`config.mk`:
```
export PLATFORM = sky130hd
export DESIGN_NAME = zpnb_axis
export DESIGN_NICKNAME = d
export VERILOG_FILES = /design/src/rtl/zpnb_pkg.sv /design/src/rtl/zpnb_axis.sv
export SDC_FILE = /design/constraint.sdc
export NUM_CORES = 1
export LEC_CHECK = 0
export BUFFER_PORTS_ARGS = -buffer_cell sky130_fd_sc_hd__buf_2
export CAP_MARGIN = 10
export CORE_MARGIN = 4
export CORE_UTILIZATION = 33
export DETAILED_ROUTE_END_ITERATION = 8
export PLACE_DENSITY = 0.49
export SLEW_MARGIN = 20
export SYNTH_ARGS = -nofsm -noshare
export SYNTH_HDL_FRONTEND = slang
export SYNTH_SLANG_ARGS = --single-unit
```
`constraint.sdc`:
```
create_clock -name clk -period 6.6 [get_ports clk]
set_clock_uncertainty 0.05 [all_clocks]
set_input_delay 0.99 -clock clk [delete_from_list [all_inputs] [get_ports clk]]
set_output_delay 0.99 -clock clk [all_outputs]
set_load 0.01 [all_outputs]
```
`src/rtl/zpnb_pkg.sv`:
```
package zpnb_pkg;

  // default store geometry
  localparam int DEF_MAX_IMAGE_WIDTH  = 256;
  localparam int DEF_MAX_IMAGE_HEIGHT = 256;

  // field and register widths
  localparam int COL_W      = 11;
  localparam int PIX_W      = 24;
  localparam int IMG_W      = 9;
  localparam int VIEW_W     = 12;
  localparam int PAN_W      = 13;
  localparam int ZOOM_W     = 3;
  localparam int CFG_IDX_W  = 3;
  localparam int CFG_DATA_W = 13;
  localparam int TDATA_W    = 48;

  // internal datapath widths
  localparam int SCALED_W = 11;
  localparam int LIM_W    = 12;
  localparam int BASE_W   = 14;
  localparam int REL_W    = 15;
  localparam int N_W      = 18;
  localparam int SRC_W    = 9;
  localparam int SHIFT_W  = 2;
  localparam int NUM_W    = 2;

  // zoom selector codes
  localparam logic [ZOOM_W-1:0] ZOOM_QUARTER    = 3'd0;
  localparam logic [ZOOM_W-1:0] ZOOM_HALF       = 3'd1;
  localparam logic [ZOOM_W-1:0] ZOOM_UNIT       = 3'd2;
  localparam logic [ZOOM_W-1:0] ZOOM_THREE_HALF = 3'd3;
  localparam logic [ZOOM_W-1:0] ZOOM_DOUBLE     = 3'd4;

  // zoom numerators
  localparam logic [NUM_W-1:0] NUM_ONE   = 2'd1;
  localparam logic [NUM_W-1:0] NUM_TWO   = 2'd2;
  localparam logic [NUM_W-1:0] NUM_THREE = 2'd3;

  // shift for twice the zoom denominator
  localparam logic [SHIFT_W-1:0] SHIFT_DEN1 = 2'd1;
  localparam logic [SHIFT_W-1:0] SHIFT_DEN2 = 2'd2;
  localparam logic [SHIFT_W-1:0] SHIFT_DEN4 = 2'd3;

  // register indexes
  localparam logic [CFG_IDX_W-1:0] CFG_IMAGE_WIDTH  = 3'd0;
  localparam logic [CFG_IDX_W-1:0] CFG_IMAGE_HEIGHT = 3'd1;
  localparam logic [CFG_IDX_W-1:0] CFG_ZOOM_SELECT  = 3'd2;
  localparam logic [CFG_IDX_W-1:0] CFG_PAN_X        = 3'd3;
  localparam logic [CFG_IDX_W-1:0] CFG_PAN_Y        = 3'd4;
  localparam logic [CFG_IDX_W-1:0] CFG_VIEW_WIDTH   = 3'd5;
  localparam logic [CFG_IDX_W-1:0] CFG_VIEW_HEIGHT  = 3'd6;

  // word kinds on tuser
  localparam logic ACT_LOAD   = 1'b0;
  localparam logic ACT_RENDER = 1'b1;

  // register reset values
  localparam logic [IMG_W-1:0]  RST_IMAGE_WIDTH  = 9'd256;
  localparam logic [IMG_W-1:0]  RST_IMAGE_HEIGHT = 9'd256;
  localparam logic [VIEW_W-1:0] RST_VIEW_WIDTH   = 12'd616;
  localparam logic [VIEW_W-1:0] RST_VIEW_HEIGHT  = 12'd418;

  // divide by three: floor(x*683/2048) for x below 1536
  localparam logic [9:0] RECIP3       = 10'd683;
  localparam int         RECIP3_SHIFT = 11;

  typedef struct packed {
    logic [VIEW_W-1:0] view;
    logic [IMG_W-1:0]  size;
    logic [ZOOM_W-1:0] zoom;
    logic [PAN_W-1:0]  pan;
  } axis_cfg_t;

  typedef struct packed {
    logic             hit;
    logic [SRC_W-1:0] src;
  } axis_res_t;

endpackage

```
`src/rtl/zpnb_axis.sv`:
```
module zpnb_axis (
  input  logic                             clk,
  input  logic                             en,
  input  zpnb_pkg::axis_cfg_t              cfg,
  input  logic [zpnb_pkg::COL_W-1:0]       pos,
  output zpnb_pkg::axis_res_t              res
);
  import zpnb_pkg::*;

  logic [SCALED_W-1:0]      scaled;
  logic [LIM_W-1:0]         lim;
  logic [NUM_W-1:0]         num;
  logic [SHIFT_W-1:0]       shift;
  logic [SCALED_W-1:0]      size_s;
  logic [LIM_W-1:0]         size_l;
  logic signed [BASE_W-1:0] diff;
  logic signed [BASE_W-1:0] half;
  logic signed [BASE_W-1:0] base;

  logic signed [BASE_W-1:0] base_r;
  logic [LIM_W-1:0]         lim_r;
  logic [NUM_W-1:0]         num_r;
  logic [SHIFT_W-1:0]       shift_r;
  logic                     size_nz_r;

  logic signed [REL_W-1:0]  rel;
  logic signed [N_W-1:0]    n_nxt;
  logic signed [N_W-1:0]    n_r;
  logic                     pos_ok_r;

  logic [2:0]               twonum;
  logic signed [N_W-1:0]    neg_bound;
  logic [LIM_W-1:0]         n_u;
  logic [20:0]              prod;
  logic                     in_rng;
  logic [SRC_W-1:0]         src;
  logic                     inside_r;
  logic [SRC_W-1:0]         src_r;

  // scaled size, source limit and rational factors per zoom
  always_comb begin
    size_s = {2'b00, cfg.size};
    size_l = {3'b000, cfg.size};
    unique case (cfg.zoom)
      ZOOM_QUARTER: begin
        scaled = size_s >> 2;
        lim    = size_l << 1;
        num    = NUM_ONE;
        shift  = SHIFT_DEN4;
      end
      ZOOM_HALF: begin
        scaled = size_s >> 1;
        lim    = size_l << 1;
        num    = NUM_ONE;
        shift  = SHIFT_DEN2;
      end
      ZOOM_UNIT: begin
        scaled = size_s;
        lim    = size_l << 1;
        num    = NUM_ONE;
        shift  = SHIFT_DEN1;
      end
      ZOOM_THREE_HALF: begin
        scaled = (size_s + (size_s << 1)) >> 1;
        lim    = (size_l << 2) + (size_l << 1);
        num    = NUM_THREE;
        shift  = SHIFT_DEN2;
      end
      default: begin
        scaled = size_s << 1;
        lim    = size_l << 2;
        num    = NUM_TWO;
        shift  = SHIFT_DEN1;
      end
    endcase
  end

  // centered origin of the image plus pan, halving rounds toward zero
  always_comb begin
    diff = $signed({2'b00, cfg.view}) - $signed({3'b000, scaled});
    half = $signed(diff + $signed({{(BASE_W-1){1'b0}}, diff[BASE_W-1]})) >>> 1;
    base = $signed({{(BASE_W-PAN_W){cfg.pan[PAN_W-1]}}, cfg.pan}) + half;
  end

  // settings derived from registers, refreshed every cycle
  always_ff @(posedge clk) begin
    base_r    <= base;
    lim_r     <= lim;
    num_r     <= num;
    shift_r   <= shift;
    size_nz_r <= (cfg.size != '0);
  end

  // first stage: numerator 2*rel*den + num
  always_comb begin
    rel   = $signed({{(REL_W-COL_W){1'b0}}, pos}) - $signed({base_r[BASE_W-1], base_r});
    n_nxt = ($signed({{(N_W-REL_W){rel[REL_W-1]}}, rel}) <<< shift_r)
          + $signed({{(N_W-NUM_W){1'b0}}, num_r});
  end

  always_ff @(posedge clk) begin
    if (en) begin
      n_r      <= n_nxt;
      pos_ok_r <= ({1'b0, pos} < cfg.view);
    end
  end

  // second stage: truncating divide by 2*num and range check
  always_comb begin
    twonum    = {num_r, 1'b0};
    neg_bound = -$signed({{(N_W-3){1'b0}}, twonum});
    n_u       = n_r[LIM_W-1:0];
    prod      = {10'b0, n_u[LIM_W-1:1]} * {11'b0, RECIP3};
    if (n_r[N_W-1]) begin
      // band just before the edge truncates to source index zero
      in_rng = (n_r > neg_bound) && size_nz_r;
    end else begin
      in_rng = (n_r[N_W-2:LIM_W] == '0) && (n_u < lim_r);
    end
    unique case (num_r)
      NUM_ONE: src = n_u[SRC_W:1];
      NUM_TWO: src = n_u[SRC_W+1:2];
      default: src = prod[RECIP3_SHIFT +: SRC_W];
    endcase
    if (n_r[N_W-1]) begin
      src = '0;
    end
  end

  always_ff @(posedge clk) begin
    if (en) begin
      inside_r <= pos_ok_r && in_rng;
      src_r    <= src;
    end
  end

  assign res.hit = inside_r;
  assign res.src = src_r;

endmodule

```
After elaboration in Yosys (flattened, before gate mapping):

Index checks and enable logic that the tools add are counted.

* latch bits: 0
* word-level logic and storage cells: 41
* RAM bits: 0
* memory bits (read-only): 0
* bits of input ports: 50
* register bits after elaboration: 60
* output and inout bits: 10
* memories kept: 0

* add/sub/neg operators: 8
* bitwise operators: 0
* shift operators: 1
* div/mod/pow operators: 0
* $lt $le $gt $ge: 3
* mux-type cells: 6
* multipliers: 1
* reduce and logical (&&, ||, !) cells: 8
* equal/unequal tests: 5

Operator list (count)
* 10-bit one-hot mux with 4 select lines: 1
* 12-bit one-hot mux with 2 select lines: 1
* 11-bit by 10-bit multiplier with 20-bit output (second input constant): 1
* 18-bit by 3-bit adder with 18-bit output: 1
* 18-bit > comparator: 1
* 3-bit negator with 18-bit output: 1
* 9-bit one-hot mux with 2 select lines: 1
* 15-bit by 2-bit <<< shifter with 18-bit output: 1
* 12-bit by 14-bit subtractor with 15-bit output: 1
* 13-bit by 13-bit adder with 14-bit output: 1
* 13-bit by 2-bit adder with 14-bit output: 1
* 12-bit by 10-bit subtractor with 13-bit output: 1
* 11-bit by 10-bit adder with 12-bit output: 1
* 11-bit by 12-bit less-than comparator with 1-bit output: 1
* 12-bit less-than comparator: 1
* 9-bit by 10-bit adder with 11-bit output: 1
* 9-bit nonzero test: 1
* 2-bit one-hot mux with 2 select lines: 2
* 3-bit by 2-bit equality test with 1-bit output (second input constant): 2
* 5-bit logical NOT: 1
* 3-bit by 1-bit equality test with 1-bit output (second input constant): 1
* 1-bit logical AND: 3
* 3-bit logical NOT: 1
* 3-bit OR reduction: 1
* other kinds (4): 4

Logic depth before layout (Yosys ltp):

Gate-level depths: netlist (run 1).

* depth in word-level cells: 5
* mapped depth: 29
* depth with buffers taken out: 28

Worst setup path before layout (run 1):

OpenSTA, ideal clock, no wires.

* path type: input to register
* from: input cfg[16] (netlist bit)
* to: register base_r[12]
* data required time: 6.431 ns
* buffers on the path: 1
* library setup time: 0.119 ns
* slack: 0.633 ns
* cell stages on the path: 28
* arrival time: 5.797 ns
* cell sequence: ha_1 -> fa_1 -> a21oi_1 -> o21bai_1 -> a21oi_1 -> o21bai_1 -> a21oi_1 -> o21bai_1 -> nand2_1 -> xnor2_1 -> a31oi_1 -> ha_1 -> clkbuf_1 -> nand3_1 -> o211ai_1 -> nor2_1 -> ha_1 -> ha_1 -> fa_1 -> a21o_1 -> a21oi_1 -> o21bai_1 -> a21oi_1 -> nor2b_1 -> o2111ai_1 -> nand3_1 -> o41a_1 -> xor2_1

* cells in the longest elaborated chain, start to end: 5

RTL lines
* start: declaration: line zpnb_axis.sv:4 `input zpnb_pkg::axis_cfg_t cfg,`
* 9-bit by 10-bit adder with 11-bit output: line zpnb_axis.sv:64 `scaled = (size_s + (size_s << 1)) >> 1;`
* 10-bit one-hot mux with 4 select lines (*): line zpnb_axis.sv:44 `unique case (cfg.zoom)`
* 12-bit by 10-bit subtractor with 13-bit output (*): line zpnb_axis.sv:80 `diff = $signed({2'b00, cfg.view}) - $signed({3'b000, scaled});`
* 13-bit by 2-bit adder with 14-bit output (*): line zpnb_axis.sv:81 `half = $signed(diff + $signed({{(BASE_W-1){1'b0}}, diff[BASE_W-1]})) >>> 1;`
* 13-bit by 13-bit adder with 14-bit output (*): line zpnb_axis.sv:82 `base = $signed({{(BASE_W-PAN_W){cfg.pan[PAN_W-1]}}, cfg.pan}) + half;`
* net base[12]: line zpnb_axis.sv:18 `logic signed [BASE_W-1:0] base;`
* end signal: assignment: line zpnb_axis.sv:87 `base_r <= base;`
* end: declaration: line zpnb_axis.sv:20 `logic signed [BASE_W-1:0] base_r;`

Mark *: on every way through the listed nets, which the timed path passes. The rest lies on a longest branch.
A chain may end at the register's enable or synchronous reset.

Worst setup path after layout (run 1):

* from: input cfg[17] (netlist bit)
* to: register base_r[12]

Same word-level chain as after synthesis.

==> results of run 1 <==
synth_stat cells, drive strengths merged (4+ instances only):
library cell,count,area share
ha,153,0.24
inv,122,0.057
a21oi,65,0.041
nor2,58,0.027
nand2,52,0.024
xnor2,43,0.047
o21ai,33,0.021
dfxtp,30,0.075
fa,30,0.075
a21o,29,0.027
edfxtp,29,0.11
xor2,22,0.024
clkbuf,21,0.010
a211oi,19,0.018
nor3,18,0.012
nand3,16,0.010
o21a,11,0.010
a31oi,10,0.0078
nor3b,10,0.0093
o21bai,10,0.0093
a22oi,9,0.0084
mux2i,9,0.011
nand4,9,0.0078
and3,8,0.0062
o211ai,8,0.0075
or2,8,0.0062
a221oi,7,0.0076
buf,7,0.0045
nor2b,7,0.0055
o2111ai,6,0.0065
a211o,5,0.0055
o221ai,5,0.0055
nor4,4,0.0031
o31ai,4,0.0037
metrics by stage:
stage | util | setup WS (ns) | cells | area [sq um]
final | 0.380 | 0.463 | 1303 | 9010
after global routing | 0.380 | 0.0405 | 1303 | 9010
after CTS | 0.380 | 0.498 | 1303 | 9010
after detailed placement | 0.366 | 0.148 | 1287 | 8670
after global placement | 0.366 | 0.220 | 1287 | 8670
after floorplan | - | 0.633 | 929 | 8030
area by class of cell:
cell class,instances,area share
Timing Repair Buffer,67,0.0394
Clock buffer,14,0.0340
Clock inverter,2,0.00403
Multi-Input combinational cell,719,0.664
Tap cell,319,0.0443
Inverter,123,0.0512
Sequential cell,59,0.163
worst max-delay path, delay by kind of cell:
kind                     cells  cell delay [ns]
XOR/XNOR                     3             0.47
adder cells (fa/ha/maj)      5             1.68
AO/OA/AOI/OAI               14             2.51
buffers and inverters        1             0.15
AND/OR/NAND/NOR              5             0.50
routing by layer:
metal	wire, microns	part of all wire
met1	9280	0.47
met2	9690	0.49
met4	337	0.017
met3	625	0.031
met5	0	0
flip-flops by register name (all words and copies together) (netlist names):
register   cells
n_r           18
base_r        14
lim_r         11
src_r          9
num_r          2
shift_r        2
inside_r       1
pos_ok_r       1
size_nz_r      1
path summary, 6_finish.rpt:
kind | end | slack (ns) | cells after the start | start
setup reg to reg | src_r[7] | 1.02 | 17 | n_r[5]
hold reg to reg | n_r[0] | 0.67 | 1 | num_r[0]
hold / removal | n_r[0] | 0.67 | 1 | num_r[0]
setup / recovery | base_r[12] | 0.46 | 28 | cfg[17]
cell families after synthesis:
group	count (synthesis)	share of synthesized area
xor+xnor	65	0.0709
mux	12	0.0182
buf+inv	151	0.0720
fa+ha+maj	183	0.313
compound gates	246	0.207
simple gates	213	0.135
flops	59	0.183
==> impl_metrics.json, run 1 <==
{
  "status": "finished clean",
  "gp_congestion": 0.875,
  "portBuffers": 59,
  "hold_buffers": 0,
  "clkSinkCount": 59,
  "cp_slowest_stage_delay_ns": 0.47,
  "synth_nets": 1162,
  "worst_pin_slew_ns": 0.650,
  "drt_iter0_markers": 316,
  "diodes": 0,
  "multi_input_comb_area_sq_um": 5980,
  "grt_max_degree": 30,
  "relSlewSlack": 0.566,
  "async_flop_share": 0,
  "ys_warn_count": 0,
  "syn_inst": 929,
  "cts-buffers-inserted": 9,
  "start_kind": "input port",
  "finalHoldViolCount": 0,
  "hold_slack_ns": 0.672,
  "grt.busiest_layer": "met2",
  "finalCritPeriodShare": 0.930,
  "core-area_sq_um": 23700,
  "critical_path_class": "input port to flip-flop",
  "die-area_sq_um": 26900,
  "required_ns": 6.78,
  "drv_slew": 0,
  "cp_max_fo": 8,
  "rsz0062_at_grt": "false",
  "dr.pass1.iters": 6,
  "wl_microns": 19900,
  "grt_pass1_wl_microns": 33600,
  "regArea_sq_um": 1470,
  "vias_per_cell": 5.10,
  "critPathMostFrequentCell": "a21oi_1",
  "worstPathArrival_ns": 6.31,
  "postCtsSetupBuffers": 0,
  "synth_cell_types": 79,
  "cts_root_buffer": "clkbuf_16",
  "ant_nets": 0,
  "grt.met2_usage": 0.277,
  "area_growth_pct": 12.2,
  "synth_ff_type": "dfxtp_1",
  "cts_max_path_buffers": 2,
  "max_cap_violations": 0,
  "io_pins": 60,
  "drcViolationCount": 0,
  "grt_use_total": 0.156,
  "hp-class": "flip-flop to flip-flop",
  "nFillCells": 2481,
  "grt_pass1_vias": 6796,
  "ys_seq_area_frac": 0.183,
  "fmax_mhz": 163,
  "fin_crit_ns": 6.14,
  "clk_pin_slew_worst_paths_ns": 0.06,
  "final_common_cell": "ha_1",
  "synth_edf_count": 29,
  "synth.cell_area_sq_um": 8030,
  "cts_tree": "built",
  "overflow": 0,
  "syn_avg_cell_area_sq_um": 8.64,
  "dp_hpwl_microns": 16600,
  "antenna_found_initial": 0,
  "routedWlPerCell_microns": 15.3,
  "drive_above_1_share": 0.107,
  "clk_latency_ns": 0.33,
  "met1_usage": 0.196,
  "layout.nets": 1212,
  "cts_resized": 0,
  "die_w_microns": 164,
  "vias": 6645,
  "start_util": 0.339,
  "h-tree-depth": 3,
  "tns_ns": 0,
  "dieHeight_microns": 164,
  "synth_seq_cells": 59,
  "grt_use_met3": 0.0281,
  "setup_viol_count_final": 0,
  "cpMaxStageDelayCell": "fa_1",
  "num_rows": 56,
  "critPathCaptureType": "flip-flop",
  "mostFrequentLayoutCells": "ha_1, inv_1, a21oi_1, buf_2, nor2_1"
}
Power of run 1 is left out: the tool's default activity adds up to more than one toggle a clock period on the data nets, which glitch-free logic cannot reach.
==> inputs of run 2 (changes only) <==
Settings changed: CORE_ASPECT_RATIO from default to 0.6, RECOVER_POWER from default to 25.
==> run 2 against run 1 <==
Compared with the run above: the run now ends with max-capacitance violations, max-slew violations left; flip-flop and latch count unchanged; non-clock buffer count increased by 5; register-to-register slack got worse by 0.21 ns; die area increased by 0.30%; critical path type unchanged; critical endpoint unchanged; highest routed layer unchanged.
==> impl_metrics.json, run 2 (same netlist as run 1, synthesis figures left out) <==
{
  "num_rows": 43,
  "grt_pass1_wl_microns": 35700,
  "cts_tree": "built",
  "clk_pin_slew_worst_paths_ns": 0.06,
  "required_ns": 6.77,
  "routedWlPerCell_microns": 17.0,
  "vias_per_cell": 5.20,
  "hold_slack_ns": 0.641,
  "violations": "max-capacitance violations, max-slew violations",
  "io_pins": 60,
  "tns_ns": 0,
  "crit_family": "compound AO/OA/AOI/OAI gates",
  "ant_nets": 0,
  "cts_root_buffer": "clkbuf_16",
  "clk_latency_ns": 0.33,
  "drive_above_1_share": 0.110,
  "area_growth_pct": 12.4,
  "finalCritPeriodShare": 0.922,
  "dieHeight_microns": 129,
  "grt_max_degree": 30,
  "die-area_sq_um": 27000,
  "hold_buffers": 0,
  "drt_iter0_markers": 418,
  "layout.nets": 1217,
  "max_cap_violations": 1,
  "hp-class": "flip-flop to flip-flop",
  "dr.pass1.iters": 5,
  "critPathCaptureType": "flip-flop",
  "grt_pass1_vias": 6229,
  "dp_hpwl_microns": 18500,
  "fin_crit_ns": 6.09,
  "reg_top3": "n_r: 18 flops, base_r: 14 flops, lim_r: 11 flops",
  "mostFrequentLayoutCells": "ha_1, inv_1, a21oi_1, nor2_1, buf_2",
  "antenna_found_initial": 0,
  "grt_use_total": 0.168,
  "cpMaxStageDelayCell": "fa_1",
  "rsz0062_at_grt": "false",
  "clkSinkCount": 59,
  "final_cells": 1304,
  "drv_slew": 30,
  "worstPathArrival_ns": 6.26,
  "relSlewSlack": -0.173,
  "vias": 6777,
  "critical_path_class": "input port to flip-flop",
  "h-tree-depth": 3,
  "portBuffers": 59,
  "worst_pin_slew_ns": 1.76,
  "cts-buffers-inserted": 9,
  "cp_num_buf_inv": 1,
  "cp_max_fo": 8,
  "dp_cells": 1288,
  "cts_max_path_buffers": 2,
  "drcViolationCount": 0,
  "gp_congestion": 0.875,
  "fmax_mhz": 164,
  "largest_reg_flops": 18,
  "setup_viol_count_final": 0,
  "die_w_microns": 209,
  "final_common_cell": "ha_1",
  "cp_slowest_stage_delay_ns": 0.41,
  "diodes": 0,
  "wl_microns": 22200,
  "finalHoldViolCount": 0,
  "core-area_sq_um": 23500,
  "fin_util": 0.384,
  "start_util": 0.341,
  "status": "finished, violations left",
  "overflow": 0,
  "start_kind": "input port",
  "top_register": "n_r"
}
## run 2: cell count changes in the layout (fill, tap and decap cells not counted), sizes merged
cell / change
clkinv: +3
buf: +2
bufinv: +1
inv: -1
## run 2: path summary, 6_finish.rpt
path | startpoint | to | slack (ns) | cells after the start
min | num_r[0] | n_r[0] | 0.64 | 1
max | cfg[17] | base_r[12] | 0.51 | 29
min reg2reg | num_r[0] | n_r[0] | 0.64 | 1
max reg2reg | n_r[4] | src_r[8] | 0.81 | 15
## run 2: layout make-up
cell class	instances	area, sq um
Timing Repair Buffer	72	387
Clock inverter	5	77.6
Inverter	123	462
Multi-Input combinational cell	719	5990
Sequential cell	59	1470
Clock buffer	11	243
Tap cell	315	394
Fill cell	2440	14500
## run 2: timing repair
| item | in CTS | in global routing |
|---|---|---|
| gates resized for setup | 0 | 3 |
| buffers inserted | 0 | 0 |
| setup endpoints to repair | 0 | 1 |
## run 2: stage by stage
step | setup WS [ns] | area (sq um)
floorplan | 0.633 | 8030
CTS | 0.439 | 9020
global placement | 0.165 | 8700
finish | 0.513 | 9020
global route | 0.0200 | 9020
detailed placement | 0.0908 | 8700
## run 2: metal layers
layer / track usage / part of all wire
met5: 0 / 0
met4: 0.0115 / 0.0027
met3: 0.0373 / 0.058
met2: 0.197 / 0.33
met1: 0.300 / 0.61
Power of run 2 is left out for the same reason.
==> inputs of run 3 (changes only) <==
Settings changed: ABC_AREA from default to 1.
==> run 3 against run 2 <==
Compared with the run above: the run still ends with max-capacitance violations, max-slew violations left; worst hold slack worse by 0.0036 ns; first-iteration DRC count up 50%; largest cell class unchanged; critical path depth up 7; register-to-register slack better by 0.71 ns; non-clock buffer count down 9; synthesized cell count up 26%; sequential share of layout area down 0.54 points; global-route usage up 0.70 points; wire length up 11%.
==> impl_metrics.json, run 3 <==
{
  "required_ns": 6.78,
  "drv_slew": 30,
  "routedWlPerCell_microns": 15.7,
  "synthXorXnorAreaFrac": 0.0447,
  "h-tree-depth": 3,
  "cp.depth": 36,
  "clk_pin_slew_worst_paths_ns": 0.06,
  "die_w_microns": 214,
  "ys_seq_area_frac": 0.175,
  "final_common_cell": "nand2_1",
  "hold_depth": 1,
  "met1_usage": 0.313,
  "critPathCaptureType": "flip-flop",
  "synth_seq_cells": 59,
  "synth_top_family_by_area": "adder cells",
  "crit_family": "simple AND/OR/NAND/NOR gates",
  "num_rows": 44,
  "clk_latency_ns": 0.34,
  "cts-buffers-inserted": 9,
  "synth_compound_area_frac": 0.111,
  "layout.nets": 1473,
  "yosysMostFrequentCell": "nand2_1",
  "fin_crit_ns": 6.10,
  "ys_warn_count": 0,
  "overflow": 0,
  "clkSinkCount": 59,
  "setup_slack_ns": 0.498,
  "fin_util": 0.379,
  "hold_slack_ns": 0.638,
  "synthAdderAreaFrac": 0.300,
  "drcViolationCount": 0,
  "synth_top_cell_area_share": 0.228,
  "max_cap_violations": 1,
  "violations": "max-capacitance violations, max-slew violations",
  "relSlewSlack": -0.132,
  "hp-start": "num_r[0]",
  "crit-reg2reg-launch": "n_r[2]",
  "finalCritPeriodShare": 0.925,
  "die-area_sq_um": 28100,
  "grt.met2_usage": 0.198,
  "start_kind": "input port",
  "portBuffers": 59,
  "yosys.area_share.simple": 0.263,
  "r2r.worst_path.cells": 15,
  "cts_tree": "built",
  "largest_reg_flops": 18,
  "syn_avg_cell_area_sq_um": 7.15,
  "syn_inst": 1174,
  "top_register": "n_r",
  "grt_use_met3": 0.0467,
  "synth_nets": 1407,
  "cp_slowest_stage_delay_ns": 0.36,
  "critPathMostFrequentCell": "nand2_1",
  "hold_buffers": 0,
  "finalHoldViolCount": 0,
  "drive_above_1_share": 0.0811,
  "drt_iter0_markers": 626,
  "gp_congestion": 0.888,
  "cp_max_fo": 6,
  "cts_max_path_buffers": 2,
  "worst_pin_slew_ns": 1.70,
  "grt_use_total": 0.175,
  "mostFrequentLayoutCells": "nand2_1, inv_1, ha_1, nand3_1, a21oi_1",
  "critical_path_class": "input port to flip-flop",
  "async_flop_share": 0,
  "r2r_slack_ns": 1.52,
  "reg_top3": "n_r: 18 flops, base_r: 14 flops, lim_r: 11 flops",
  "core-area_sq_um": 24600,
  "dieHeight_microns": 132,
  "worstPathArrival_ns": 6.28,
  "area_growth_pct": 11.2,
  "cts_root_buffer": "clkbuf_16",
  "synth_ff_type": "dfxtp_1",
  "vias": 7699,
  "dr.pass1.iters": 5,
  "synth.cell_area_sq_um": 8390,
  "wl_microns": 24500,
  "start_util": 0.341,
  "rsz0062_at_grt": "false",
  "setup_viol_count_final": 0,
  "synth_area_leaders": "ha_1, nand2_1, edfxtp_1",
  "tns_ns": 0,
  "cpMaxStageDelayCell": "ha_1",
  "dp_hpwl_microns": 21100,
  "antenna_found_initial": 0,
  "synth_edf_count": 29,
  "vias_per_cell": 4.91,
  "grt.busiest_layer": "met1",
  "cp_num_buf_inv": 3,
  "synthTopCellsByCount": "nand2_1, inv_1, ha_1, nand3_1, a21oi_1",
  "hp-class": "flip-flop to flip-flop",
  "cp-startpoint": "cfg[18]",
  "status": "finished, violations left",
  "io_pins": 60,
  "grt_pass1_wl_microns": 38600,
  "grt_pass1_vias": 6897,
  "synth_largest_area_cell": "ha_1",
  "synthMuxAreaShare": 0,
  "synth_cell_types": 50,
  "grt_max_degree": 30,
  "fmax_mhz": 164,
  "post-place-ws_ns": 0.222,
  "diodes": 0,
  "ant_nets": 0
}
run 3: layout make-up:
type / instances / area [sq um]
inverters: 228 / 856
clock inverters: 4 / 21.3
well taps: 322 / 403
clock buffers: 12 / 236
flip-flops and latches: 59 / 1470
fillers: 2614 / 15300
multi-input cells: 879 / 6030
repair buffers: 63 / 314
run 3: timing repair:
| action | in CTS | in global routing |
|---|---|---|
| resized for setup | 0 | 2 |
| hold endpoints to repair | 0 | 0 |
| endpoints found under the setup margin | 0 | 1 |
| setup buffers | 0 | 0 |
run 3: per-layer routing:
layer / part of all wire / vias to the layer above
li1: - / 4015
met1: 0.60 / 3480
met2: 0.32 / 195
met3: 0.074 / 9
met4: 0.0046 / 0
met5: 0 / -
run 3: path summary, 6_finish.rpt:
check	end
setup reg to reg	src_r[8]
hold / removal	n_r[0]
hold reg to reg	n_r[0]
setup / recovery	base_r[12]
run 3: worst reg2reg max path: stages (launching register included):
cell and delay (ns):
edfxtp_1 0.56, ha_1 0.48, inv_1 0.09, fa_1 0.49, fa_1 0.54, inv_1 0.05, fa_1 0.49, fa_1 0.40
ha_1 0.36, nand2_1 0.13, nor4_1 0.47, nand4_1 0.22, nand3_1 0.23, o21ai_0 0.12, nand3_1 0.11, inv_1 0.05
run 3: kinds of logic after synthesis:
group / after synthesis
and+or+nand+nor: 496
buffers and inverters: 236
adders and majority gates: 183
AOI/OAI and AO/OA: 158
DFF: 59
xor gates and xnor gates: 42
run 3: through the flow:
stage	cells	instance area, sq um
5_1_grt	1567	9340
2_1_floorplan	1174	8390
4_1_cts	1567	9340
3_3_place_gp	1551	9080
6_report	1567	9340
3_5_place_dp	1551	9080
Power of run 3 is left out for the same reason.
